### src/hdl/slc_pkg.sv
// package of shared types and codes for the set-associative lru cache simulator
`default_nettype none

package slc_pkg;

   typedef enum logic [2:0] {
      ST_CLEAR,
      ST_IDLE,
      ST_READ,
      ST_SCAN,
      ST_UPDATE
   } state_type;

   localparam logic [1:0] FUNC_LOAD   = 2'd0;
   localparam logic [1:0] FUNC_STORE  = 2'd1;
   localparam logic [1:0] FUNC_MODIFY = 2'd2;
   localparam logic [1:0] FUNC_NONE   = 2'd3;

   localparam logic [1:0] CSR_SET_BITS    = 2'd0;
   localparam logic [1:0] CSR_BLOCK_BITS  = 2'd1;
   localparam logic [1:0] CSR_WAYS_IN_USE = 2'd2;

   localparam logic [3:0] SET_BITS_RST    = 4'd4;
   localparam logic [4:0] BLOCK_BITS_RST  = 5'd4;
   localparam logic [3:0] WAYS_IN_USE_RST = 4'd1;

   localparam logic [31:0] CNT_MAX = 32'hFFFF_FFFF;

   typedef struct packed {
      logic [4:0] set_bits;
      logic [4:0] block_bits;
      logic [5:0] nways;
   } cfg_type;

endpackage

`default_nettype wire

### src/hdl/slc_cfg.sv
// configuration registers with range clamping
`default_nettype none

module slc_cfg
   import slc_pkg::*;
#(
   parameter int MAX_SET_BITS = 10,
   parameter int MAX_WAYS     = 8
) (
   input  wire logic       clock,
   input  wire logic       reset,
   input  wire logic       csr_valid,
   output logic            csr_ready,
   input  wire logic [1:0] csr_index,
   input  wire logic [4:0] csr_wdata,
   output cfg_type         cfg
);

   logic [3:0] set_bits_ff, set_bits_in;
   logic [4:0] block_bits_ff, block_bits_in;
   logic [3:0] ways_ff, ways_in;

   assign csr_ready = 1'b1;

   always_comb begin
      set_bits_in   = set_bits_ff;
      block_bits_in = block_bits_ff;
      ways_in       = ways_ff;
      if (csr_valid) begin
         unique case (csr_index)
            CSR_SET_BITS:    set_bits_in   = csr_wdata[3:0];
            CSR_BLOCK_BITS:  block_bits_in = csr_wdata;
            CSR_WAYS_IN_USE: ways_in       = csr_wdata[3:0];
            default: ;
         endcase
      end
   end

   always_ff @(posedge clock) begin
      if (reset) begin
         set_bits_ff   <= SET_BITS_RST;
         block_bits_ff <= BLOCK_BITS_RST;
         ways_ff       <= WAYS_IN_USE_RST;
      end else begin
         set_bits_ff   <= set_bits_in;
         block_bits_ff <= block_bits_in;
         ways_ff       <= ways_in;
      end
   end

   always_comb begin
      if ({1'b0, set_bits_ff} > 5'(MAX_SET_BITS))
         cfg.set_bits = 5'(MAX_SET_BITS);
      else
         cfg.set_bits = {1'b0, set_bits_ff};
      cfg.block_bits = block_bits_ff;
      if (ways_ff == 4'd0)
         cfg.nways = 6'd1;
      else if ({2'b00, ways_ff} > 6'(MAX_WAYS))
         cfg.nways = 6'(MAX_WAYS);
      else
         cfg.nways = {2'b00, ways_ff};
   end

endmodule

`default_nettype wire

### config.mk
export PLATFORM = sky130hd
export DESIGN_NAME = slc_cfg
export DESIGN_NICKNAME = d
export VERILOG_FILES = /design/src/hdl/slc_pkg.sv /design/src/hdl/slc_cfg.sv
export SDC_FILE = /design/constraint.sdc
export NUM_CORES = 1
export LEC_CHECK = 0
export BUFFER_PORTS_ARGS = -buffer_cell sky130_fd_sc_hd__buf_4
export CORE_UTILIZATION = 38
export DETAILED_ROUTE_END_ITERATION = 6
export PLACE_DENSITY = 0.66
export SYNTH_ARGS = -nofsm -noshare
export SYNTH_HDL_FRONTEND = slang
export SYNTH_SLANG_ARGS = --single-unit
### constraint.sdc
create_clock -name clock -period 1.1 [get_ports clock]
set_clock_uncertainty 0.05 [all_clocks]
set_input_delay 0.11 -clock clock [delete_from_list [all_inputs] [get_ports clock]]
set_output_delay 0.11 -clock clock [all_outputs]
set_load 0.01 [all_outputs]
== Word level (Yosys, flattened, before mapping) ==
Index checks and enable logic that the tools add are counted.
Word-level totals
  bits in registers: 13
  bits of input ports: 10
  logic and storage cells: 15
Cells by class
  magnitude comparators: 2
  eq/ne operators: 2
  mux-type cells: 3
  reductions and logical operators: 5
Operator list (number)
  $mux W4: 3
  $gt A4 B4 Y1 const B: 2
  $reduce_and A2 Y1: 3
  $logic_not A4 Y1: 1
  $eq A2 B1 Y1 const B: 1
  $eq A2 B2 Y1 const B: 1
  $logic_not A2 Y1: 1

== Depth between registers and ports, before layout ==
  depth in word-level cells: 3
  mapped depth: 3
  gate-level depth less buffers: 2

== Least setup slack after synthesis ==
Ideal clock, no wire load.
  path type: reg-to-output
  start: register ways_ff[2]
  end: output cfg[0] (netlist bit)
  data arrival time: 0.653 ns
  required time: 0.940 ns
  setup slack: 0.287 ns
  stages on the path, launching flop included: 3
  path buffers: 0
  cells stage by stage: dfxtp_1 o21ba_2 nor2_1
RTL lines
  start: declaration: line slc_cfg.sv:21  | logic [3:0] ways_ff, ways_in;
  start signal: assignment: line slc_cfg.sv:47  | ways_ff <= ways_in;
  end: declaration: line slc_cfg.sv:16  | output cfg_type cfg

==> impl_metrics.tcl <==
set metrics [dict create \
    failed_checks "setup timing" \
    via_per_inst 4.629 \
    place.gp.congestion 0.6762 \
    ff2ff_path_depth 4 \
    clk-insertion-delay-late_ns 0.27 \
    clock_sinks 13 \
    finalHoldViolations 0 \
    area_growth_pct 33.79 \
    setup_viol 3 \
    placedCellCount 99 \
    grt_setup_unrepaired "true" \
    grt_max_degree 21 \
    final_cells 105 \
    cts.htree.levels 1 \
    grt_remaining_overflow 0 \
    diodes 0 \
    final_util 0.5560 \
    maxCapViolCount 0 \
    ys_seq_area_frac 0.4062 \
    arrival_ns 1.02 \
    cts_buffers 3 \
    min_path_type "input pin to register" \
    worst_hold_path.num_cells 3 \
    nets 100 \
    min_to "block_bits_ff[4]" \
    cts_tree "yes" \
    timing.rr.start "ways_ff[2]" \
    drt-initial-drc-count 3 \
    cp_max_fo 3 \
    powerDensity_mw_per_mm2 1097 \
    syn_inst 68 \
    core_sq_mm 0.001541 \
    rows 14 \
    worst_slack_ns -0.07832 \
    critPathLaunchType "register" \
    clk_pin_slew_worst_paths_ns 0.08 \
    slew_violations 0 \
    cts-root-buf "clkbuf_4" \
    rr_endpoint "ways_ff[2]" \
    netlist_area_sq_um 640.6 \
    total_leakage_power_nw 0.4017 \
    avgSynthCellArea_sq_um 9.421 \
    drive_gt1_frac 0.4382 \
    critPathKind "register to output pin" \
    synth-seq-cells 13 \
    ir_worst_vdd_v 0.0007186 \
    grtUsageTotal 0.1489 \
    required_ns 0.94 \
    status "finished, violations left" \
    post-route-period-util 1.071 \
    routed_wl_microns 1281 \
    port_buffers 22 \
    fin_crit_ns 1.178 \
    grt_pass1_vias 470 \
    ff2ff_setup_slack_ns 0.27 \
    die_h_microns 43.06 \
    dieArea_sq_mm 0.001854 \
    fmax_ghz 0.8487 \
    yosys_warnings 0 \
    start_util 0.4156 \
    drcViolationCount 0 \
    clock_path_buffers 2 \
    fillers 147 \
    hp-start "csr_wdata[4]" \
    ys_types 16 \
    grt_first_pass_wirelength_microns 2035 \
    dieWidth_microns 43.06 \
    antenna_found_initial 0 \
    first_pass_iters 2 \
    vias 486 \
    end_kind "output pin" \
    ant_nets 0 \
    hpwl_microns 857.3 \
    wl_per_cell_microns 12.20 \
    io_pins 27 \
]
[timing repair]
item	in CTS	in global routing
hold buffers	0	0
resized for setup	6	9
pin swaps	1	2
setup buffers	1	1
setup endpoints to repair	4	6
[state kept, by name, summed over array words and instances (netlist names)]
name	flops
block_bits_ff	5
set_bits_ff	4
ways_ff	4
[logic make-up (layout without fill, tap and decap cells)]
logic type,Yosys count,in the layout,share of synthesized area
flip-flops,13,13,0.4063
other,2,4,0.01172
multiplexers,13,13,0.2031
buffers and inverters,9,28,0.07811
AO/OA/AOI/OAI,3,3,0.03515
AND/OR/NAND/NOR,28,28,0.2656
[critical path, cell delays in order (launching register included)]
cell and delay [ns]:
dfxtp_2 0.35, o21ai_2 0.15, and2_4 0.16, buf_6 0.09
[routing by layer]
metal | vias up | GRT usage | wire [microns]
met5 | - | 0 | 0
met4 | 0 | 0.09091 | 23
met3 | 4 | 0.02553 | 51
met2 | 17 | 0.2424 | 627
met1 | 212 | 0.1806 | 578
li1 | 253 | - | -
[through the flow]
stage	total power (W)	setup TNS, ns	hold WS (ns)	instance area, sq um	setup WS [ns]
6_report	0.0009398	-0.1349	0.05087	857.1	-0.07832
3_5_place_dp	0.0006488	0	0.3368	783.3	0.09382
2_1_floorplan	0.0005947	0	0.2124	648.1	0.2868
5_1_grt	0.0009841	-0.2611	0.06348	857.1	-0.1323
4_1_cts	0.0009413	-0.1309	0.05150	825.8	-0.05650
3_3_place_gp	0.0006477	0	0.3282	783.3	0.1323
[worst max path at each step]
stage | depth (start not counted) | slack, ns | start | to
floorplan | 2 | 0.29 | ways_ff[2] | cfg[0]
global placement | 3 | 0.13 | csr_index[0] | set_bits_ff[3]
detailed placement | 3 | 0.09 | csr_index[0] | set_bits_ff[3]
CTS | 3 | -0.06 | ways_ff[2] | cfg[0]
global route | 3 | -0.13 | set_bits_ff[1] | cfg[11]
finish | 3 | -0.08 | set_bits_ff[1] | cfg[11]
[where the power goes]
| group | switching [W] | leakage [nW] | internal [W] | total, W |
|---|---|---|---|---|
| Combinational | 0.0000648 | 0.279 | 0.0000843 | 0.000149 |
| Clock | 0.000150 | 0.0150 | 0.000140 | 0.000291 |
| Sequential | 0.0000133 | 0.108 | 0.000487 | 0.000500 |
| Total | 0.000228 | 0.402 | 0.000712 | 0.000940 |
[cell type report]
type	count	area (sq um)	share of cell area
Clock buffer	4	26.28	0.03066
Multi-Input combinational cell	48	349.1	0.4073
Sequential cell	13	270.3	0.3153
Tap cell	16	20.02	0.02336
Timing Repair Buffer	24	191.4	0.2234
[cells in the mapped netlist]
cell type | instances | area [sq um]
nand2b_1 | 15 | 93.84
dfxtp_1 | 13 | 260.3
mux2i_1 | 13 | 130.1
nor2_1 | 6 | 22.52
buf_4 | 4 | 30.03
clkbuf_1 | 4 | 15.01
nor2b_1 | 3 | 18.77
conb_1 | 2 | 7.510
a21o_1 | 1 | 7.510
and2_1 | 1 | 6.260
and3b_1 | 1 | 8.760
clkbuf_2 | 1 | 5.000
nand3b_1 | 1 | 7.510
nor3b_2 | 1 | 12.51
o21ai_0 | 1 | 5.000
o21ba_2 | 1 | 10.01
[placed cells by master, fill, tap and decap left out]
| master | instances |
|---|---|
| nand3b_1 | 1 |
| a21o_1 | 1 |
| clkbuf_4 | 3 |
| o21ba_2 | 1 |
| nand2b_1 | 15 |
| dfxtp_4 | 1 |
| o21ai_2 | 1 |
| nor2_2 | 1 |
| dfxtp_1 | 7 |
| buf_4 | 21 |
| dfxtp_2 | 5 |
| conb_1 | 4 |
| buf_6 | 3 |
| nor2b_1 | 2 |
| clkbuf_1 | 1 |
| mux2i_1 | 13 |
| and3b_1 | 1 |
| nor3b_2 | 1 |
| and2_4 | 1 |
| nor2b_2 | 1 |
| nor2_1 | 5 |
Power figures use the tool's default switching activity.
